$ cat src/rtl/core/fcsg_pkg.sv
// Shared types and constants for the filled circle span generator.
// No dependencies; used by fcsg_span_unit and filled_circle_span_generator.
package fcsg_pkg;

    localparam int ORIGIN_W  = 12;
    localparam int RADIUS_W  = 4;
    localparam int COORD_W   = 13;
    localparam int STEP_W    = 5;   // loop x and y, neither exceeds the radius
    localparam int DEC_W     = 9;   // decision variable
    localparam int S_DATA_W  = 32;  // 28 bits of fields, padded
    localparam int M_DATA_W  = 40;  // 39 bits of fields, padded

    localparam logic [RADIUS_W-1:0] MAX_RADIUS = 4'd15;

    // Which of the four spans of one loop step is produced.
    typedef enum logic [1:0] {
        KIND_TOP     = 2'd0,  // row cy - x, half width y
        KIND_MIRROR  = 2'd1,  // row cy + x, half width y
        KIND_DIAG_UP = 2'd2,  // row cy - y, half width x
        KIND_DIAG_DN = 2'd3   // row cy + y, half width x
    } span_kind_t;

    typedef struct packed {
        logic signed [COORD_W-1:0] row;
        logic signed [COORD_W-1:0] x_start;
        logic signed [COORD_W-1:0] x_end;
    } span_t;

    // Loop state handed to the span unit.
    typedef struct packed {
        span_kind_t                kind;
        logic        [STEP_W-1:0]  x;
        logic        [STEP_W-1:0]  y;
        logic signed [COORD_W-1:0] cx;
        logic signed [COORD_W-1:0] cy;
        logic signed [DEC_W-1:0]   d;
    } loop_ctl_t;

endpackage

$ cat src/rtl/core/filled_circle_span_generator.sv
// Top level: midpoint circle sequencer feeding a held-back span and output register.
// Depends on fcsg_pkg and fcsg_span_unit.
//
// Usage:
//   Input channel s_*: one circle command per transfer. s_tdata carries
//   origin_x [11:0], origin_y [23:12], radius [27:24]; s_tuser[0] is
//   centre_mode (1: origin is the centre, 0: origin is the top-left corner).
//   Output channel m_*: one filled span per transfer, m_tdata carries
//   span_y [12:0], span_x_start [25:13], span_x_end [38:26]; m_tlast marks
//   the final span of a circle. A radius of zero produces no transfer.
//   Timing: one span unit walks the midpoint loop, one span per cycle while
//   the receiver keeps up, then a loop-exit step and a flush step that moves
//   the held-back span out. Radius 15 gives 31 spans.
//   s_tready is high only while no command is in work, so commands are
//   taken one at a time; the last span may still wait in the output
//   register while the next command is taken.
//   A stalled receiver (m_tready low) freezes the sequencer; no span is lost.
//   Reset (aresetn low, synchronous) drops any command in work and any
//   pending span.
module filled_circle_span_generator
    import fcsg_pkg::*;
(
    input  logic                aclk,
    input  logic                aresetn,
    input  logic                s_tvalid,
    output logic                s_tready,
    input  logic [S_DATA_W-1:0] s_tdata,   // origin_x, origin_y, radius, zero pad
    input  logic [0:0]          s_tuser,   // centre_mode
    output logic                m_tvalid,
    input  logic                m_tready,
    output logic [M_DATA_W-1:0] m_tdata,   // span_y, span_x_start, span_x_end, zero pad
    output logic                m_tlast
);

    typedef enum logic [2:0] {
        ST_IDLE,
        ST_TOP,
        ST_MIRROR,
        ST_DIAG_UP,
        ST_DIAG_DN,
        ST_FLUSH
    } state_t;

    state_t                    state_reg,   state_next;
    logic        [STEP_W-1:0]  x_reg,       x_next;
    logic        [STEP_W-1:0]  y_reg,       y_next;
    logic signed [DEC_W-1:0]   d_reg,       d_next;
    logic signed [COORD_W-1:0] cx_reg,      cx_next;
    logic signed [COORD_W-1:0] cy_reg,      cy_next;
    span_t                     pend_reg,    pend_next;
    logic                      pend_valid_reg, pend_valid_next;
    span_t                     out_reg,     out_next;
    logic                      out_valid_reg,  out_valid_next;
    logic                      out_last_reg,   out_last_next;

    loop_ctl_t                 ctl;
    span_t                     span;
    logic signed [DEC_W-1:0]   d_straight;
    logic signed [DEC_W-1:0]   d_diag;

    logic                      s_fire;
    logic                      out_free;
    logic                      adv;
    logic                      emit;
    logic signed [ORIGIN_W-1:0] in_ox;
    logic signed [ORIGIN_W-1:0] in_oy;
    logic        [RADIUS_W-1:0] in_r;
    logic        [RADIUS_W-1:0] r_sat;
    logic signed [COORD_W-1:0] corner_off;

    assign in_ox = $signed(s_tdata[ORIGIN_W-1:0]);
    assign in_oy = $signed(s_tdata[2*ORIGIN_W-1:ORIGIN_W]);
    assign in_r  = s_tdata[2*ORIGIN_W+RADIUS_W-1:2*ORIGIN_W];
    assign r_sat = (in_r > MAX_RADIUS) ? MAX_RADIUS : in_r;
    // top-left mode: centre is origin + r - 1
    assign corner_off = $signed({{(COORD_W-RADIUS_W){1'b0}}, r_sat}) - COORD_W'(1);

    assign s_tready = (state_reg == ST_IDLE);
    assign s_fire   = s_tvalid && s_tready;
    assign out_free = !out_valid_reg || m_tready;
    // a new span may be produced when the held-back slot is free or can move on
    assign adv      = !pend_valid_reg || out_free;

    always_comb begin
        unique case (state_reg)
            ST_MIRROR:  ctl.kind = KIND_MIRROR;
            ST_DIAG_UP: ctl.kind = KIND_DIAG_UP;
            ST_DIAG_DN: ctl.kind = KIND_DIAG_DN;
            default:    ctl.kind = KIND_TOP;
        endcase
        ctl.x  = x_reg;
        ctl.y  = y_reg;
        ctl.cx = cx_reg;
        ctl.cy = cy_reg;
        ctl.d  = d_reg;
    end

    fcsg_span_unit u_span (
        .ctl        (ctl),
        .span       (span),
        .d_straight (d_straight),
        .d_diag     (d_diag)
    );

    always_comb begin
        state_next      = state_reg;
        x_next          = x_reg;
        y_next          = y_reg;
        d_next          = d_reg;
        cx_next         = cx_reg;
        cy_next         = cy_reg;
        pend_next       = pend_reg;
        pend_valid_next = pend_valid_reg;
        out_next        = out_reg;
        out_valid_next  = out_valid_reg && !m_tready;
        out_last_next   = out_last_reg;
        emit            = 1'b0;

        unique case (state_reg)
            ST_IDLE: begin
                if (s_fire) begin
                    x_next = '0;
                    y_next = STEP_W'(r_sat);
                    d_next = DEC_W'(3) - $signed({{(DEC_W-RADIUS_W-1){1'b0}}, r_sat, 1'b0});
                    if (s_tuser[0]) begin
                        cx_next = COORD_W'(in_ox);
                        cy_next = COORD_W'(in_oy);
                    end else begin
                        cx_next = COORD_W'(in_ox) + corner_off;
                        cy_next = COORD_W'(in_oy) + corner_off;
                    end
                    state_next = (r_sat == '0) ? ST_IDLE : ST_TOP;
                end
            end
            ST_TOP: begin
                if (adv) begin
                    if (y_reg < x_reg) begin
                        state_next = ST_FLUSH;
                    end else begin
                        emit = 1'b1;
                        if (x_reg != '0) begin
                            state_next = ST_MIRROR;
                        end else if (d_reg < 0) begin
                            d_next = d_straight;
                            x_next = x_reg + STEP_W'(1);
                        end else if (x_reg != y_reg) begin
                            state_next = ST_DIAG_UP;
                        end else begin
                            d_next = d_diag;
                            x_next = x_reg + STEP_W'(1);
                            y_next = y_reg - STEP_W'(1);
                        end
                    end
                end
            end
            ST_MIRROR: begin
                if (adv) begin
                    emit = 1'b1;
                    if (d_reg < 0) begin
                        d_next     = d_straight;
                        x_next     = x_reg + STEP_W'(1);
                        state_next = ST_TOP;
                    end else if (x_reg != y_reg) begin
                        state_next = ST_DIAG_UP;
                    end else begin
                        d_next     = d_diag;
                        x_next     = x_reg + STEP_W'(1);
                        y_next     = y_reg - STEP_W'(1);
                        state_next = ST_TOP;
                    end
                end
            end
            ST_DIAG_UP: begin
                if (adv) begin
                    emit       = 1'b1;
                    state_next = ST_DIAG_DN;
                end
            end
            ST_DIAG_DN: begin
                if (adv) begin
                    emit       = 1'b1;
                    d_next     = d_diag;
                    x_next     = x_reg + STEP_W'(1);
                    y_next     = y_reg - STEP_W'(1);
                    state_next = ST_TOP;
                end
            end
            ST_FLUSH: begin
                if (out_free) begin
                    out_next        = pend_reg;
                    out_valid_next  = 1'b1;
                    out_last_next   = 1'b1;
                    pend_valid_next = 1'b0;
                    state_next      = ST_IDLE;
                end
            end
            default: begin
                state_next = ST_IDLE;
            end
        endcase

        // in the loop a held-back span moves out only once its successor exists
        if (emit) begin
            if (pend_valid_reg) begin
                out_next       = pend_reg;
                out_valid_next = 1'b1;
                out_last_next  = 1'b0;
            end
            pend_next       = span;
            pend_valid_next = 1'b1;
        end
    end

    always_ff @(posedge aclk) begin
        if (!aresetn) begin
            state_reg      <= ST_IDLE;
            pend_valid_reg <= 1'b0;
            out_valid_reg  <= 1'b0;
        end else begin
            state_reg      <= state_next;
            pend_valid_reg <= pend_valid_next;
            out_valid_reg  <= out_valid_next;
        end
        x_reg        <= x_next;
        y_reg        <= y_next;
        d_reg        <= d_next;
        cx_reg       <= cx_next;
        cy_reg       <= cy_next;
        pend_reg     <= pend_next;
        out_reg      <= out_next;
        out_last_reg <= out_last_next;
    end

    assign m_tvalid = out_valid_reg;
    assign m_tlast  = out_last_reg;
    assign m_tdata  = {{(M_DATA_W-3*COORD_W){1'b0}}, out_reg.x_end, out_reg.x_start,
                       out_reg.row};

`ifndef SYNTHESIS
    // flush always has a span to mark as last
    a_flush_has_span: assert property (@(posedge aclk) disable iff (!aresetn)
        (state_reg == ST_FLUSH) |-> pend_valid_reg)
        else $error("flush without pending span");

    // no span is held back between circles
    a_idle_no_pend: assert property (@(posedge aclk) disable iff (!aresetn)
        (state_reg == ST_IDLE) |-> !pend_valid_reg)
        else $error("pending span left while idle");

    // a span never runs backward
    a_span_order: assert property (@(posedge aclk) disable iff (!aresetn)
        out_valid_reg |-> (out_reg.x_start <= out_reg.x_end))
        else $error("span start past end");

    // zero radius returns straight to idle
    a_zero_radius: assert property (@(posedge aclk) disable iff (!aresetn)
        (s_fire && (r_sat == '0)) |=> (state_reg == ST_IDLE))
        else $error("zero radius started a loop");
`endif

endmodule

$ cat src/rtl/core/fcsg_span_unit.sv
// Shared span arithmetic: one span per call plus both decision updates.
// Depends on fcsg_pkg.
module fcsg_span_unit
    import fcsg_pkg::*;
(
    input  loop_ctl_t                ctl,
    output span_t                    span,
    output logic signed [DEC_W-1:0]  d_straight,  // d + 4x + 6
    output logic signed [DEC_W-1:0]  d_diag       // d + 4(x - y) + 10
);

    logic signed [COORD_W-1:0] row_off;
    logic signed [COORD_W-1:0] half;
    logic                      row_down;
    logic signed [DEC_W-1:0]   x_ext;
    logic signed [DEC_W-1:0]   y_ext;

    always_comb begin
        unique case (ctl.kind)
            KIND_TOP: begin
                row_off  = $signed({{(COORD_W-STEP_W){1'b0}}, ctl.x});
                half     = $signed({{(COORD_W-STEP_W){1'b0}}, ctl.y});
                row_down = 1'b0;
            end
            KIND_MIRROR: begin
                row_off  = $signed({{(COORD_W-STEP_W){1'b0}}, ctl.x});
                half     = $signed({{(COORD_W-STEP_W){1'b0}}, ctl.y});
                row_down = 1'b1;
            end
            KIND_DIAG_UP: begin
                row_off  = $signed({{(COORD_W-STEP_W){1'b0}}, ctl.y});
                half     = $signed({{(COORD_W-STEP_W){1'b0}}, ctl.x});
                row_down = 1'b0;
            end
            default: begin
                row_off  = $signed({{(COORD_W-STEP_W){1'b0}}, ctl.y});
                half     = $signed({{(COORD_W-STEP_W){1'b0}}, ctl.x});
                row_down = 1'b1;
            end
        endcase
    end

    assign span.row     = row_down ? ctl.cy + row_off : ctl.cy - row_off;
    assign span.x_start = ctl.cx - half;
    assign span.x_end   = ctl.cx + half;

    assign x_ext = $signed({{(DEC_W-STEP_W){1'b0}}, ctl.x});
    assign y_ext = $signed({{(DEC_W-STEP_W){1'b0}}, ctl.y});

    assign d_straight = ctl.d + (x_ext <<< 2) + DEC_W'(6);
    assign d_diag     = ctl.d + ((x_ext - y_ext) <<< 2) + DEC_W'(10);

endmodule

$ cat config.mk
export PLATFORM = sky130hd
export DESIGN_NAME = filled_circle_span_generator
export DESIGN_NICKNAME = d
export VERILOG_FILES = /design/src/rtl/core/fcsg_pkg.sv /design/src/rtl/core/filled_circle_span_generator.sv /design/src/rtl/core/fcsg_span_unit.sv
export SDC_FILE = /design/constraint.sdc
export NUM_CORES = 1
export LEC_CHECK = 0
export BUFFER_PORTS_ARGS = -buffer_cell sky130_fd_sc_hd__buf_4
export CAP_MARGIN = 30
export CELL_PAD_IN_SITES_DETAIL_PLACEMENT = 1
export CELL_PAD_IN_SITES_GLOBAL_PLACEMENT = 2
export CORE_MARGIN = 10
export CORE_UTILIZATION = 42
export DETAILED_ROUTE_END_ITERATION = 12
export PLACE_DENSITY = 0.86
export SLEW_MARGIN = 40
export SYNTH_ARGS = -nofsm -noshare
export SYNTH_HDL_FRONTEND = slang
export SYNTH_SLANG_ARGS = --single-unit
export TNS_END_PERCENT = 10
$ cat constraint.sdc
create_clock -name aclk -period 9.5 [get_ports aclk]
set_input_delay 0.95 -clock aclk [delete_from_list [all_inputs] [get_ports aclk]]
set_output_delay 0.95 -clock aclk [all_outputs]
set_load 0.005 [all_outputs]
==> summary.txt <==
Synthesis
  – Syn nets: 925
  – Commonest cells in the netlist: 84 x ha_1, 82 x edfxtp_1, 58 x nor2_1
  – Synthesis Warnings: 0
  – Ys flop type: edfxtp_1
  – Sequential share of the synthesized area: about 41%
  – Synth Instances: between 700 and 800
  – Leading area contributor after synthesis: edfxtp_1
  – Mean Syn Cell Area: between 10 and 15 sq um
  – Post-synth ARST share: 0%
  – Post-synthesis cell type count: 63
  – Area share of the largest cell type after synthesis: between 20% and 30%
  – Mapped Area: approximately 8300 sq um
  – Synth Register Bits: 127
  – EDFF count, synth: 82
  – Count leader, synth: ha_1
  – Main area contributors after synthesis: edfxtp_1 30%, ha_1 13%, dfxtp_1 11%

Worst setup path
  – Bufs and invs on worst path: 0
  – CP top delay family: compound AO/OA/AOI/OAI gates
  – Setup crit end kind: flop
  – CP Cell Sequence: or3_1, nand2_1, mux2_2, o31ai_1, ha_1, nand2_1, o21ai_0, and2_1, a2111o_1, a31oi_1, xnor2_1
  – Setup CP Type: flop to flop
  – CP Launch Type: flop
  – Worst EP arrival: 4750 ps
  – CP dominant cell by count: nand2_1
  – Crit path largest cell delay: between 700 and 800 ps
  – Crit-path slowest cell: dfxtp_1
  – Critical Path Start: state_reg[0]
  – Critical R2R Launch: state_reg[0]
  – Required @ worst endpoint: 9670 ps
  – Crit-path max FO: 24

Routing
  – Vias: between 6000 and 7000
  – Avg WL per Cell: 18.1 um
  – DRC viols: 0
  – DRT Pass-1 Iters: 5
  – Iteration-0 DRC Markers: 420
  – Detail Route Antenna Nets: 0
  – Post-Route WL: between 20000 and 25000 um
  – Vias/cell: 5.38

Clock network
  – # hold bufs at CTS: 0
  – Maximum clock path buffer count: 2
  – TritonCTS clock tree: done
  – CTS clock-pin slew for the worst setup and hold paths: 60 ps
  – Post-CTS resize count: 0
  – Post-CTS Setup Bufs: 0
  – CTS sink count: between 100 and 150
  – Clock root buffer: clkbuf_16
  – H-tree levels: 4
  – Skew-Pair Late Insertion Delay: 430 ps
  – TritonCTS buffer count: 17

Finish
  – Finished Core Util: 49.7%
  – Diodes inserted: 0
  – Fill cells: about 2200
  – Nets@finish: 997
  – Number of flip-flops in the largest register: 39
  – Share of post-route cells with drive strength above 1: a little under a fifth
  – Area grow syn2layout: 16.6%
  – Design Area, Final: ~9600 sq um
  – FF/Latch Area: 3360 sq um
  – Area of the multi-input gates: 4630 sq um

STA
  – Fin crit period: ~4600 ps
  – Final setup fails: 0
  – Final Hold Viols: 0
  – Hold slack: between 400 and 500 ps
  – RSZ-0062 raised after global routing: no
  – Setup_tns: 0 ps
  – Slew HR: a little over half
  – Slew @ Worst Pin: 713 ps
  – Worst clock skew: roughly 13 ps
  – Slew Viols, Final: 0
  – Peak Freq: between 200 and 250 MHz
  – Period utilization: roughly half

GRT
  – Largest net degree at the start of global routing: 50
  – Number of global-route vias before repair: 6741
  – GRT Util Overall: 16.1%
  – Antenna violations before repair: 0
  – Total grt overflow: 0
  – Wire length of the first global-routing pass: roughly 34000 um

Die
  – Die Span X: around 160 um
  – I/O pins: 80
  – Core Region: about 19000 sq um
  – Die height: 160 um
  – Core Rows: 51
  – Die area: between 20000 and 30000 sq um
  – Initial Util: 42.6%

Power
  – Leakage power: slightly above 4 nW
  – Final Power: 0.00412 W
  – Pwr Density: between 400 and 500 nW/um^2
  – VDD IR max: just under 0.0003 V

Worst hold path
  – HP Class: flop to flop
  – Worst hold start: pend_reg[31]

Place
  – Routability cong.: roughly 0.85
  – PortBufs: 74
  – DP Area: between 9000 and 10000 sq um
  – HPWL Detailed: around 16000 um

Job
  – Number of max-cap violations: 0

Run status
  – Status: finished clean
-- area by class of cell --
class                   count  share of cell area (%)
clock buffers              19                    4.59
repair buffers             79                    6.15
clock inverters            13                    1.06
flip-flops and latches    127                    34.9
multi-input cells         594                    48.0
well taps                 265                    3.44
inverters                  49                    1.91
-- worst register-to-register path, cell delays in order (launching register included) --
cell and delay (ps):
dfxtp_1 780, or3_1 510, nand2_1 430, mux2_2 430, o31ai_1 490, ha_1 390
nand2_1 150, o21ai_0 100, and2_1 220, a2111o_1 450, a31oi_1 280, xnor2_1 110
-- per-layer routing --
metal	vias up	track usage, %	routed length [um]
met5	-	0	0
met2	119	27.1	9930
met3	24	3.63	798
li1	3034	-	-
met1	2992	20.1	9740
met4	0	5.47	321
-- report_power, final --
group / switching (W) / internal, W
Sequential: 0.000202 / 0.000994
Clock: 0.000259 / 0.000345
Combinational: 0.00127 / 0.00105
Total: 0.00173 / 0.00239
-- stage by stage --
step / cells / setup WS, ps
2_1_floorplan: 796 / 5530
3_3_place_gp: 1114 / 5140
3_5_place_dp: 1114 / 4990
4_1_cts: 1146 / 4970
5_1_grt: 1146 / 4640
6_report: 1146 / 4920
-- final timing paths --
check,to,slack (ps),depth (start not counted)
setup reg to reg,pend_reg[38],4920,11
hold reg to reg,m_tdata[5],470,1
setup / recovery,pend_reg[38],4920,11
hold / removal,m_tdata[5],470,1
-- cells in the final DEF (no fill, tap or decap), types with 8 or more instances in the layout --
master | netlist | final
a21o_1 | 24 | 24
a21oi_1 | 46 | 46
buf_4 | 1 | 79
clkbuf_16 | 0 | 17
dfxtp_1 | 45 | 45
edfxtp_1 | 82 | 82
fa_1 | 8 | 8
ha_1 | 84 | 84
inv_1 | 48 | 48
mux2_2 | 34 | 34
mux2_4 | 10 | 10
nand2_1 | 51 | 51
nand2b_1 | 9 | 9
nand3_1 | 9 | 9
nor2_1 | 58 | 57
nor2b_1 | 10 | 10
nor3_1 | 10 | 10
o21a_1 | 9 | 9
o21ai_0 | 51 | 50
o31ai_1 | 9 | 9
xnor2_1 | 43 | 43
xor2_1 | 32 | 32
-- cells by family (layout without fill, tap and decap cells) --
group | Yosys count | in the layout | share of synthesized area (%)
simple gates | 181 | 181 | 10.4
compound gates | 198 | 198 | 15.7
buf+inv | 75 | 160 | 3.75
xor+xnor | 75 | 75 | 7.94
other cells | 1 | 1 | 0.0453
fa+ha+maj | 92 | 92 | 14.6
flops | 127 | 127 | 40.7
mux | 47 | 47 | 6.81
No activity file was read; power rests on OpenSTA's default activity.
